$ cat src/rtl/udprhp_pkg.sv
// Shared types, codes and widths for the UDP relay header parser.
`default_nettype none

package udprhp_pkg;

    localparam int LENGTH_BITS = 16;
    localparam int CALC_BITS = (LENGTH_BITS > 9) ? LENGTH_BITS : 9;
    localparam logic [LENGTH_BITS-1:0] POS_MAX = {LENGTH_BITS{1'b1}};

    localparam int FIFO_DEPTH = 4;
    localparam int FIFO_PTR_BITS = $clog2(FIFO_DEPTH);

    localparam logic [7:0] ATYP_IPV4 = 8'h01;
    localparam logic [7:0] ATYP_IPV6 = 8'h04;
    localparam logic [7:0] ATYP_DOMAIN = 8'h03;

    localparam logic [2:0] ROLE_HEADER = 3'd0;
    localparam logic [2:0] ROLE_ADDRESS = 3'd1;
    localparam logic [2:0] ROLE_DOMAIN_CHAR = 3'd2;
    localparam logic [2:0] ROLE_DOMAIN_DROP = 3'd3;
    localparam logic [2:0] ROLE_PORT = 3'd4;
    localparam logic [2:0] ROLE_PAYLOAD = 3'd5;
    localparam logic [2:0] ROLE_AFTER_BAD = 3'd6;

    localparam logic [1:0] STATUS_OK = 2'd0;
    localparam logic [1:0] STATUS_SHORT = 2'd1;
    localparam logic [1:0] STATUS_BAD_TYPE = 2'd2;

    typedef enum logic [1:0] {
        KIND_NONE = 2'd0,
        KIND_V4 = 2'd1,
        KIND_V6 = 2'd2,
        KIND_DOMAIN = 2'd3
    } t_kind;

    typedef struct packed {
        logic [2:0] role;
        logic [7:0] value;
        logic last;
        logic [LENGTH_BITS-1:0] count;
        t_kind kind;
        logic bad;
        logic [7:0] dom_len;
        logic [15:0] port;
    } t_front_rec;

    function automatic logic [CALC_BITS-1:0] header_end(input t_kind kind,
                                                        input logic [7:0] dom_len);
        logic [CALC_BITS-1:0] hend;
        hend = CALC_BITS'(7) + CALC_BITS'(dom_len);
        if (kind == KIND_V4) begin
            hend = CALC_BITS'(10);
        end else if (kind == KIND_V6) begin
            hend = CALC_BITS'(22);
        end
        return hend;
    endfunction

endpackage

`default_nettype wire

$ cat src/rtl/udp_relay_header_parser_unit.sv
// Top level of the UDP relay header parser: front end, request queue, back end.
`default_nettype none

// The parser takes one datagram byte per clock cycle and returns one result per byte,
// tagged with its role in the relay header; the result for the last byte also carries
// the status, address family, source port and payload length. A byte is accepted every
// cycle while full is low; its result passes through the request queue and then the
// result register before it appears on the result ports.
// The front end's update of the per-datagram state for every accepted byte sets that
// rate, and a four-entry request queue plus the result register absorb result-side stalls.
module udp_relay_header_parser_unit
    import udprhp_pkg::*;
(
    input  wire logic        i_clk,
    input  wire logic        i_rst_n,
    input  wire logic        push,
    output logic             full,
    input  wire logic [7:0]  i_data_byte,
    input  wire logic        i_last_byte,
    output logic             empty,
    input  wire logic        pop,
    output logic [2:0]       o_byte_role,
    output logic [7:0]       o_byte_value,
    output logic             o_end_of_datagram,
    output logic [1:0]       o_parse_status,
    output logic [1:0]       o_address_family,
    output logic [15:0]      o_source_port,
    output logic [15:0]      o_payload_length,
    input  wire logic        i_cfg_wr_en,
    input  wire logic [7:0]  i_cfg_wr_data
);

    logic accept;
    t_front_rec front_rec;
    t_front_rec queue_rec;
    logic queue_full;
    logic queue_empty;
    logic queue_pop;

    assign accept = push && !queue_full;
    assign full = queue_full;

    udprhp_front u_front (
        .i_clk         (i_clk),
        .i_rst_n       (i_rst_n),
        .i_accept      (accept),
        .i_data_byte   (i_data_byte),
        .i_last_byte   (i_last_byte),
        .i_cfg_wr_en   (i_cfg_wr_en),
        .i_cfg_wr_data (i_cfg_wr_data),
        .o_rec         (front_rec)
    );

    udprhp_fifo u_fifo (
        .i_clk     (i_clk),
        .i_rst_n   (i_rst_n),
        .i_wr_en   (accept),
        .i_wr_data (front_rec),
        .i_rd_en   (queue_pop),
        .o_rd_data (queue_rec),
        .o_full    (queue_full),
        .o_empty   (queue_empty)
    );

    udprhp_back u_back (
        .i_clk             (i_clk),
        .i_rst_n           (i_rst_n),
        .i_rec             (queue_rec),
        .i_rec_empty       (queue_empty),
        .o_rec_pop         (queue_pop),
        .i_pop             (pop),
        .o_empty           (empty),
        .o_byte_role       (o_byte_role),
        .o_byte_value      (o_byte_value),
        .o_end_of_datagram (o_end_of_datagram),
        .o_parse_status    (o_parse_status),
        .o_address_family  (o_address_family),
        .o_source_port     (o_source_port),
        .o_payload_length  (o_payload_length)
    );

    a_empty_after_reset: assert property (@(posedge i_clk)
        !i_rst_n |=> empty)
        else $error("Result queue is not empty after reset.");

    a_summary_only_at_end: assert property (@(posedge i_clk) disable iff (!i_rst_n)
        (!empty && !o_end_of_datagram) |->
        (o_parse_status == STATUS_OK && o_address_family == 2'd0 &&
         o_source_port == 16'd0 && o_payload_length == 16'd0))
        else $error("Summary fields are set on a request that does not end a datagram.");

    a_failed_summary_clear: assert property (@(posedge i_clk) disable iff (!i_rst_n)
        (!empty && o_parse_status != STATUS_OK) |->
        (o_address_family == 2'd0 && o_source_port == 16'd0 &&
         o_payload_length == 16'd0))
        else $error("A failed datagram reports family, port or length.");

    a_bad_type_status: assert property (@(posedge i_clk) disable iff (!i_rst_n)
        (!empty && o_end_of_datagram && o_byte_role == ROLE_AFTER_BAD) |->
        (o_parse_status == STATUS_BAD_TYPE))
        else $error("A datagram with an unknown address type ends without that status.");

endmodule

`default_nettype wire

$ cat src/rtl/udprhp_front.sv
// Front end: per-datagram parse state, byte role tagging and port assembly.
`default_nettype none

module udprhp_front
    import udprhp_pkg::*;
(
    input  wire logic       i_clk,
    input  wire logic       i_rst_n,
    input  wire logic       i_accept,
    input  wire logic [7:0] i_data_byte,
    input  wire logic       i_last_byte,
    input  wire logic       i_cfg_wr_en,
    input  wire logic [7:0] i_cfg_wr_data,
    output t_front_rec      o_rec
);

    logic [LENGTH_BITS-1:0] r_pos, n_pos;
    t_kind r_kind, n_kind;
    logic r_bad, n_bad;
    logic [7:0] r_dom_len, n_dom_len;
    logic [15:0] r_port, n_port;
    logic [7:0] r_max_domain_chars;

    logic [2:0] role;
    t_kind kind_eff;
    logic bad_eff;
    logic [7:0] dom_len_eff;
    logic [15:0] port_eff;
    logic [LENGTH_BITS-1:0] count;
    logic [CALC_BITS-1:0] pos_c;
    logic [CALC_BITS-1:0] addr_end;
    logic [CALC_BITS-1:0] hend;

    always_comb begin
        role = ROLE_HEADER;
        kind_eff = r_kind;
        bad_eff = r_bad;
        dom_len_eff = r_dom_len;
        port_eff = r_port;
        pos_c = CALC_BITS'(r_pos);
        hend = header_end(r_kind, r_dom_len);
        addr_end = (r_kind == KIND_DOMAIN) ? (CALC_BITS'(5) + CALC_BITS'(r_dom_len))
                                           : (hend - CALC_BITS'(2));
        if (r_pos < LENGTH_BITS'(3)) begin
            role = ROLE_HEADER;
        end else if (r_pos == LENGTH_BITS'(3)) begin
            role = ROLE_HEADER;
            case (i_data_byte)
                ATYP_IPV4: kind_eff = KIND_V4;
                ATYP_IPV6: kind_eff = KIND_V6;
                ATYP_DOMAIN: kind_eff = KIND_DOMAIN;
                default: bad_eff = 1'b1;
            endcase
        end else if (r_bad || (r_kind == KIND_NONE)) begin
            role = ROLE_AFTER_BAD;
        end else if ((r_kind == KIND_DOMAIN) && (r_pos == LENGTH_BITS'(4))) begin
            role = ROLE_HEADER;
            dom_len_eff = i_data_byte;
        end else if (pos_c < addr_end) begin
            if (r_kind == KIND_DOMAIN) begin
                role = ((pos_c - CALC_BITS'(5)) < CALC_BITS'(r_max_domain_chars))
                       ? ROLE_DOMAIN_CHAR : ROLE_DOMAIN_DROP;
            end else begin
                role = ROLE_ADDRESS;
            end
        end else if (pos_c < hend) begin
            role = ROLE_PORT;
            port_eff = {r_port[7:0], i_data_byte};
        end else begin
            role = ROLE_PAYLOAD;
        end

        count = (r_pos == POS_MAX) ? r_pos : (r_pos + LENGTH_BITS'(1));

        o_rec.role = role;
        o_rec.value = i_data_byte;
        o_rec.last = i_last_byte;
        o_rec.count = count;
        o_rec.kind = kind_eff;
        o_rec.bad = bad_eff;
        o_rec.dom_len = dom_len_eff;
        o_rec.port = port_eff;
    end

    always_comb begin
        n_pos = r_pos;
        n_kind = r_kind;
        n_bad = r_bad;
        n_dom_len = r_dom_len;
        n_port = r_port;
        if (i_accept) begin
            if (i_last_byte) begin
                n_pos = '0;
                n_kind = KIND_NONE;
                n_bad = 1'b0;
                n_dom_len = '0;
                n_port = '0;
            end else begin
                n_pos = count;
                n_kind = kind_eff;
                n_bad = bad_eff;
                n_dom_len = dom_len_eff;
                n_port = port_eff;
            end
        end
    end

    always_ff @(posedge i_clk) begin
        if (!i_rst_n) begin
            r_pos <= '0;
            r_kind <= KIND_NONE;
            r_bad <= 1'b0;
            r_dom_len <= '0;
            r_port <= '0;
            r_max_domain_chars <= 8'hFF;
        end else begin
            r_pos <= n_pos;
            r_kind <= n_kind;
            r_bad <= n_bad;
            r_dom_len <= n_dom_len;
            r_port <= n_port;
            if (i_cfg_wr_en) begin
                r_max_domain_chars <= i_cfg_wr_data;
            end
        end
    end

endmodule

`default_nettype wire

$ cat src/rtl/udprhp_fifo.sv
// Short queue of tagged requests between the front end and the back end.
`default_nettype none

module udprhp_fifo
    import udprhp_pkg::*;
(
    input  wire logic        i_clk,
    input  wire logic        i_rst_n,
    input  wire logic        i_wr_en,
    input  wire t_front_rec  i_wr_data,
    input  wire logic        i_rd_en,
    output t_front_rec       o_rd_data,
    output logic             o_full,
    output logic             o_empty
);

    t_front_rec r_mem [FIFO_DEPTH];
    logic [FIFO_PTR_BITS-1:0] r_wr_ptr, n_wr_ptr;
    logic [FIFO_PTR_BITS-1:0] r_rd_ptr, n_rd_ptr;
    logic [FIFO_PTR_BITS:0] r_level, n_level;
    logic do_wr;
    logic do_rd;

    assign o_full = (r_level == (FIFO_PTR_BITS+1)'(FIFO_DEPTH));
    assign o_empty = (r_level == '0);
    assign do_wr = i_wr_en && !o_full;
    assign do_rd = i_rd_en && !o_empty;
    assign o_rd_data = r_mem[r_rd_ptr];

    always_comb begin
        n_wr_ptr = do_wr ? (r_wr_ptr + FIFO_PTR_BITS'(1)) : r_wr_ptr;
        n_rd_ptr = do_rd ? (r_rd_ptr + FIFO_PTR_BITS'(1)) : r_rd_ptr;
        n_level = r_level;
        if (do_wr && !do_rd) begin
            n_level = r_level + (FIFO_PTR_BITS+1)'(1);
        end else if (do_rd && !do_wr) begin
            n_level = r_level - (FIFO_PTR_BITS+1)'(1);
        end
    end

    always_ff @(posedge i_clk) begin
        if (do_wr) begin
            r_mem[r_wr_ptr] <= i_wr_data;
        end
    end

    always_ff @(posedge i_clk) begin
        if (!i_rst_n) begin
            r_wr_ptr <= '0;
            r_rd_ptr <= '0;
            r_level <= '0;
        end else begin
            r_wr_ptr <= n_wr_ptr;
            r_rd_ptr <= n_rd_ptr;
            r_level <= n_level;
        end
    end

endmodule

`default_nettype wire

$ cat src/rtl/udprhp_back.sv
// Back end: datagram status and payload length, and the result register.
`default_nettype none

module udprhp_back
    import udprhp_pkg::*;
(
    input  wire logic        i_clk,
    input  wire logic        i_rst_n,
    input  wire t_front_rec  i_rec,
    input  wire logic        i_rec_empty,
    output logic             o_rec_pop,
    input  wire logic        i_pop,
    output logic             o_empty,
    output logic [2:0]       o_byte_role,
    output logic [7:0]       o_byte_value,
    output logic             o_end_of_datagram,
    output logic [1:0]       o_parse_status,
    output logic [1:0]       o_address_family,
    output logic [15:0]      o_source_port,
    output logic [15:0]      o_payload_length
);

    logic r_valid, n_valid;
    logic [2:0] r_role;
    logic [7:0] r_value;
    logic r_last;
    logic [1:0] r_status;
    logic [1:0] r_family;
    logic [15:0] r_port;
    logic [15:0] r_plen;

    logic [1:0] status;
    logic [1:0] family;
    logic [15:0] port;
    logic [15:0] plen;
    logic [CALC_BITS-1:0] count_c;
    logic [CALC_BITS-1:0] hend;
    logic [CALC_BITS-1:0] diff;
    logic load;

    assign load = !i_rec_empty && (!r_valid || i_pop);
    assign o_rec_pop = load;

    always_comb begin
        status = STATUS_OK;
        family = 2'd0;
        port = '0;
        plen = '0;
        count_c = CALC_BITS'(i_rec.count);
        hend = header_end(i_rec.kind, i_rec.dom_len);
        diff = count_c - hend;
        if (i_rec.last) begin
            if (count_c < CALC_BITS'(4)) begin
                status = STATUS_SHORT;
            end else if (i_rec.bad || (i_rec.kind == KIND_NONE)) begin
                status = STATUS_BAD_TYPE;
            end else if (count_c < hend) begin
                status = STATUS_SHORT;
            end else begin
                status = STATUS_OK;
                family = i_rec.kind - 2'd1;
                port = i_rec.port;
                plen = (diff > CALC_BITS'(17'h0FFFF)) ? 16'hFFFF : 16'(diff);
            end
        end
    end

    always_comb begin
        n_valid = r_valid;
        if (load) begin
            n_valid = 1'b1;
        end else if (i_pop) begin
            n_valid = 1'b0;
        end
    end

    always_ff @(posedge i_clk) begin
        if (!i_rst_n) begin
            r_valid <= 1'b0;
        end else begin
            r_valid <= n_valid;
        end
    end

    always_ff @(posedge i_clk) begin
        if (load) begin
            r_role <= i_rec.role;
            r_value <= i_rec.value;
            r_last <= i_rec.last;
            r_status <= status;
            r_family <= family;
            r_port <= port;
            r_plen <= plen;
        end
    end

    assign o_empty = !r_valid;
    assign o_byte_role = r_role;
    assign o_byte_value = r_value;
    assign o_end_of_datagram = r_last;
    assign o_parse_status = r_status;
    assign o_address_family = r_family;
    assign o_source_port = r_port;
    assign o_payload_length = r_plen;

endmodule

`default_nettype wire
$ cat config.mk
export PLATFORM = sky130hd
export DESIGN_NAME = udp_relay_header_parser_unit
export DESIGN_NICKNAME = d
export VERILOG_FILES = /design/src/rtl/udprhp_pkg.sv /design/src/rtl/udp_relay_header_parser_unit.sv /design/src/rtl/udprhp_front.sv /design/src/rtl/udprhp_fifo.sv /design/src/rtl/udprhp_back.sv
export SDC_FILE = /design/constraint.sdc
export NUM_CORES = 1
export LEC_CHECK = 0
export BUFFER_PORTS_ARGS = -buffer_cell sky130_fd_sc_hd__buf_2
export CORE_ASPECT_RATIO = 0.5
export CORE_UTILIZATION = 59
export DETAILED_ROUTE_END_ITERATION = 10
export PLACE_DENSITY = 0.78
export SLEW_MARGIN = 0
export SYNTH_ARGS = -nofsm -noshare
export SYNTH_HDL_FRONTEND = slang
export SYNTH_SLANG_ARGS = --single-unit
$ cat constraint.sdc
create_clock -name i_clk -period 5.37 [get_ports i_clk]
set_input_delay 0.537 -clock i_clk [delete_from_list [all_inputs] [get_ports i_clk]]
set_output_delay 0.537 -clock i_clk [all_outputs]
set_load 0.02 [all_outputs]
==> flow_summary_export.csv <==
group,metric,value,unit
detailed_routing,wl,34500,um
cts,worstSkewPairLatency,560,ps
final_layout,nNetsFinal,1247,
cts,clk_pin_slew,70,ps
setup_path,crit_path_end_kind,"register",
detailed_routing,drt-wirelength-per-cell,22.4,um
floorplan,fp.dieW,230,um
sta,tightest_slew,1160,ps
detailed_routing,vias,9791,
final_layout,postLayoutCoreUtil,66.6,%
floorplan,die_area,26700,um^2
final_layout,nFillCells,1727,
cts,post_cts_resized,0,
place,portBuffers,71,
synthesis,yosysUniqueCellTypes,73,
floorplan,start_util,60.5,%
sta,rsz0062_at_grt,"false",
floorplan,die_y,116,um
setup_path,slowest_stage,"xnor2_1",
global_routing,grt-ovfl-total,0,
detailed_routing,viasPerCell,6.37,
setup_path,critPathBufInv,2,
floorplan,fp-row-count,41,
synthesis,avgSynthCellArea,13.7,um^2
synthesis,syn_inst,1116,
sta,slew_violations,0,
synthesis,synth_area,15300,um^2
final_layout,drive_gt1_share,19.3,%
cts,cts.sinks,329,
sta,setup_tns,0,ps
cts,cts_hold_buf,0,
power,power.total,7.71,mW
global_routing,grt_use_total,26.0,%
power,vdd_ir_drop_max,0.370,mV
sta,fmax,0.204,GHz
detailed_routing,drt_iter0_drc,1148,
floorplan,ios,72,
synthesis,synth_seq_cells,329,
synthesis,synth_edf_count,268,
detailed_routing,drt_pass1_iterations,6,
synthesis,ys_seq_area_share,60.5,%
sta,slew_headroom,20.6,%
sta,holdWs,185,ps
synthesis,synthFlopType,"edfxtp_1",
setup_path,crit_required,5670,ps
floorplan,coreArea,25300,um^2
place,finalWeightedCongestion,0.906,
setup_path,slowest_delay,540,ps
cts,post-cts-setup-buffers,0,
detailed_routing,drc_errors,0,
synthesis,ys.warnings.count,0,
setup_path,crit_family,"simple AND/OR/NAND/NOR gates",
job,drv_cap,0,
global_routing,grt_pass1_vias,9282,
power,power_leakage,6.16,nW
setup_path,path_cells,"xnor2_1 > nand2_1 > inv_1 > ha_1 > nand2_1 > nor4_1 > buf_4 > nand3_1 > xor2_1 > a21oi_1 > ha_1 > a21oi_1 > nand3_1 > a221oi_1 > o211ai_1 > and3_1 > mux2_2",
sta,clock_skew,13.4,ps
final_layout,instances_no_fill,1536,
setup_path,critical_path_arrival,5200,ps
sta,fin_crit,4900,ps
setup_path,startpoint_type,"register",
synthesis,syn-num-nets,1193,
cts,cts_tree,"yes",
final_layout,area_delta_synth_final,10.2,%
run_status,status,"finished clean",
cts,clockBufferDepth,3,
setup_path,crit_type,"register to register",
sta,setup_viol,0,
place,place_hpwl,22100,um
sta,post-route-period-util,91.3,%
global_routing,grt_max_degree,82,
setup_path,path_max_fanout,14,
place,place_inst,1484,
final_layout,antenna_cells,0,
detailed_routing,ant_nets,0,
global_routing,grt_antenna_before_repair,0,
power,power_density,457,nW/um^2
global_routing,grt_pass1_wl,52700,um
sta,hold_violations,0,
hold_path,hp-class,"input port to register",
cts,cts-buffers-inserted,28,
synthesis,async_flop_share,0,%
cts,h-tree-depth,1,
cts,root_buffer,"clkbuf_16",
==> where the power goes <==
group / switching [mW] / total, mW / internal [mW]
registers: 0.132 / 3.35 / 3.22
clock network: 0.918 / 1.97 / 1.05
logic: 1.46 / 2.39 / 0.931
==> state kept, by name (all words and copies together) (netlist names), 8 cells and up, named ones only <==
signal,cells
u_front.r_dom_len,8
u_front.r_port,16
u_front.r_max_domain_chars,8
u_front.pos_c,16
u_fifo.r_mem,220
u_back.o_source_port,16
u_back.o_payload_length,16
u_back.o_byte_value,8
==> cell usage after synthesis, drive strengths merged, types with 4 or more instances <==
| library cell | number | area share, % |
|---|---|---|
| o211ai | 9 | 0.44 |
| and3 | 13 | 0.53 |
| mux4 | 55 | 8.1 |
| xor2 | 18 | 1.0 |
| a21oi | 35 | 1.1 |
| and2 | 18 | 0.73 |
| nand4 | 13 | 0.53 |
| o2111ai | 4 | 0.23 |
| and4 | 6 | 0.34 |
| a22oi | 6 | 0.29 |
| dfxtp | 61 | 8.0 |
| o31ai | 18 | 0.88 |
| buf | 14 | 0.51 |
| o22ai | 10 | 0.41 |
| a41o | 15 | 0.98 |
| nor2b | 31 | 1.3 |
| o21ai | 34 | 1.1 |
| ha | 53 | 4.3 |
| nor4 | 9 | 0.41 |
| clkbuf | 49 | 1.2 |
| nand3 | 55 | 1.8 |
| o21a | 6 | 0.29 |
| xnor2 | 29 | 1.7 |
| edfxtp | 268 | 53 |
| a21o | 11 | 0.55 |
| mux2 | 28 | 2.1 |
| nor3 | 20 | 0.69 |
| a211oi | 5 | 0.24 |
| o21bai | 4 | 0.20 |
| nand2 | 70 | 1.7 |
| or3 | 9 | 0.40 |
| a21boi | 6 | 0.29 |
| nor2 | 41 | 1.0 |
| nand2b | 11 | 0.45 |
| inv | 34 | 0.83 |
| mux2i | 6 | 0.39 |
==> metrics by stage <==
| step | cell area [um^2] | setup WS, ps |
|---|---|---|
| 2_1_floorplan | 15300 | 593 |
| 3_3_place_gp | 16000 | 708 |
| 3_5_place_dp | 16000 | 613 |
| 4_1_cts | 16900 | 542 |
| 5_1_grt | 16900 | 112 |
| 6_report | 16900 | 468 |
==> worst register-to-register path, delay by kind of cell, from the launching register on <==
kind	cells	cell delay, ps
AOI/OAI and AO/OA	4	1050
and+or+nand+nor	6	1250
DFF	1	460
buffers and inverters	2	300
xor gates and xnor gates	2	690
adders and majority gates	2	470
muxes	1	420
==> placed cells by master, fill, tap and decap left out, drive strengths merged, types with 10 or more instances in the layout <==
master | synthesis | final
a21o | 11 | 11
buf | 14 | 87
nor3 | 20 | 20
nand2 | 70 | 70
xnor2 | 29 | 29
and2 | 18 | 18
nand2b | 11 | 11
nand4 | 13 | 13
mux4 | 55 | 55
nand3 | 55 | 55
a21oi | 35 | 35
o22ai | 10 | 10
ha | 53 | 53
edfxtp | 268 | 268
inv | 34 | 36
a41o | 15 | 15
nor2b | 31 | 31
mux2 | 28 | 28
dfxtp | 61 | 61
o21ai | 34 | 34
and3 | 13 | 13
xor2 | 18 | 18
clkbuf | 49 | 41
o31ai | 18 | 18
nor2 | 41 | 41
==> final cells by class <==
type / count / area [um^2] / area share (%)
well taps: 344 / 430 / 2.55
repair buffers: 87 / 475 / 2.82
clock buffers: 41 / 810 / 4.79
multi-input cells: 689 / 5690 / 33.7
clock inverters: 11 / 77.6 / 0.459
flip-flops and latches: 329 / 9270 / 54.9
inverters: 35 / 131 / 0.778
==> logic make-up after synthesis <==
logic type	share of synthesized area, %
buffers and inverters	2.56
XOR/XNOR	2.69
flip-flops	60.5
AO/OA/AOI/OAI	8.39
multiplexers	10.5
adder cells (fa/ha/maj)	4.65
AND/OR/NAND/NOR	10.7
==> path summary, 6_finish.rpt <==
check | startpoint | to | slack (ps) | cells after the start
worst min-delay path | i_cfg_wr_data[5] | u_front.r_max_domain_chars[5] | 180 | 3
worst max register to register | u_front.r_kind[0] | u_fifo.r_mem[3][1] | 470 | 17
worst max-delay path | u_front.r_kind[0] | u_fifo.r_mem[3][1] | 470 | 17
worst min register to register | u_front.r_max_domain_chars[0] | u_front.r_max_domain_chars[0] | 490 | 2
==> routing by layer <==
| layer | vias to the layer above | wire, um | track usage (%) |
|---|---|---|---|
| li1 | 4440 | - | - |
| met1 | 4831 | 15200 | 38.0 |
| met2 | 458 | 15300 | 40.3 |
| met3 | 62 | 3200 | 5.61 |
| met4 | 0 | 687 | 5.83 |
| met5 | - | 0 | 0 |
Power figures use the tool's default switching activity.
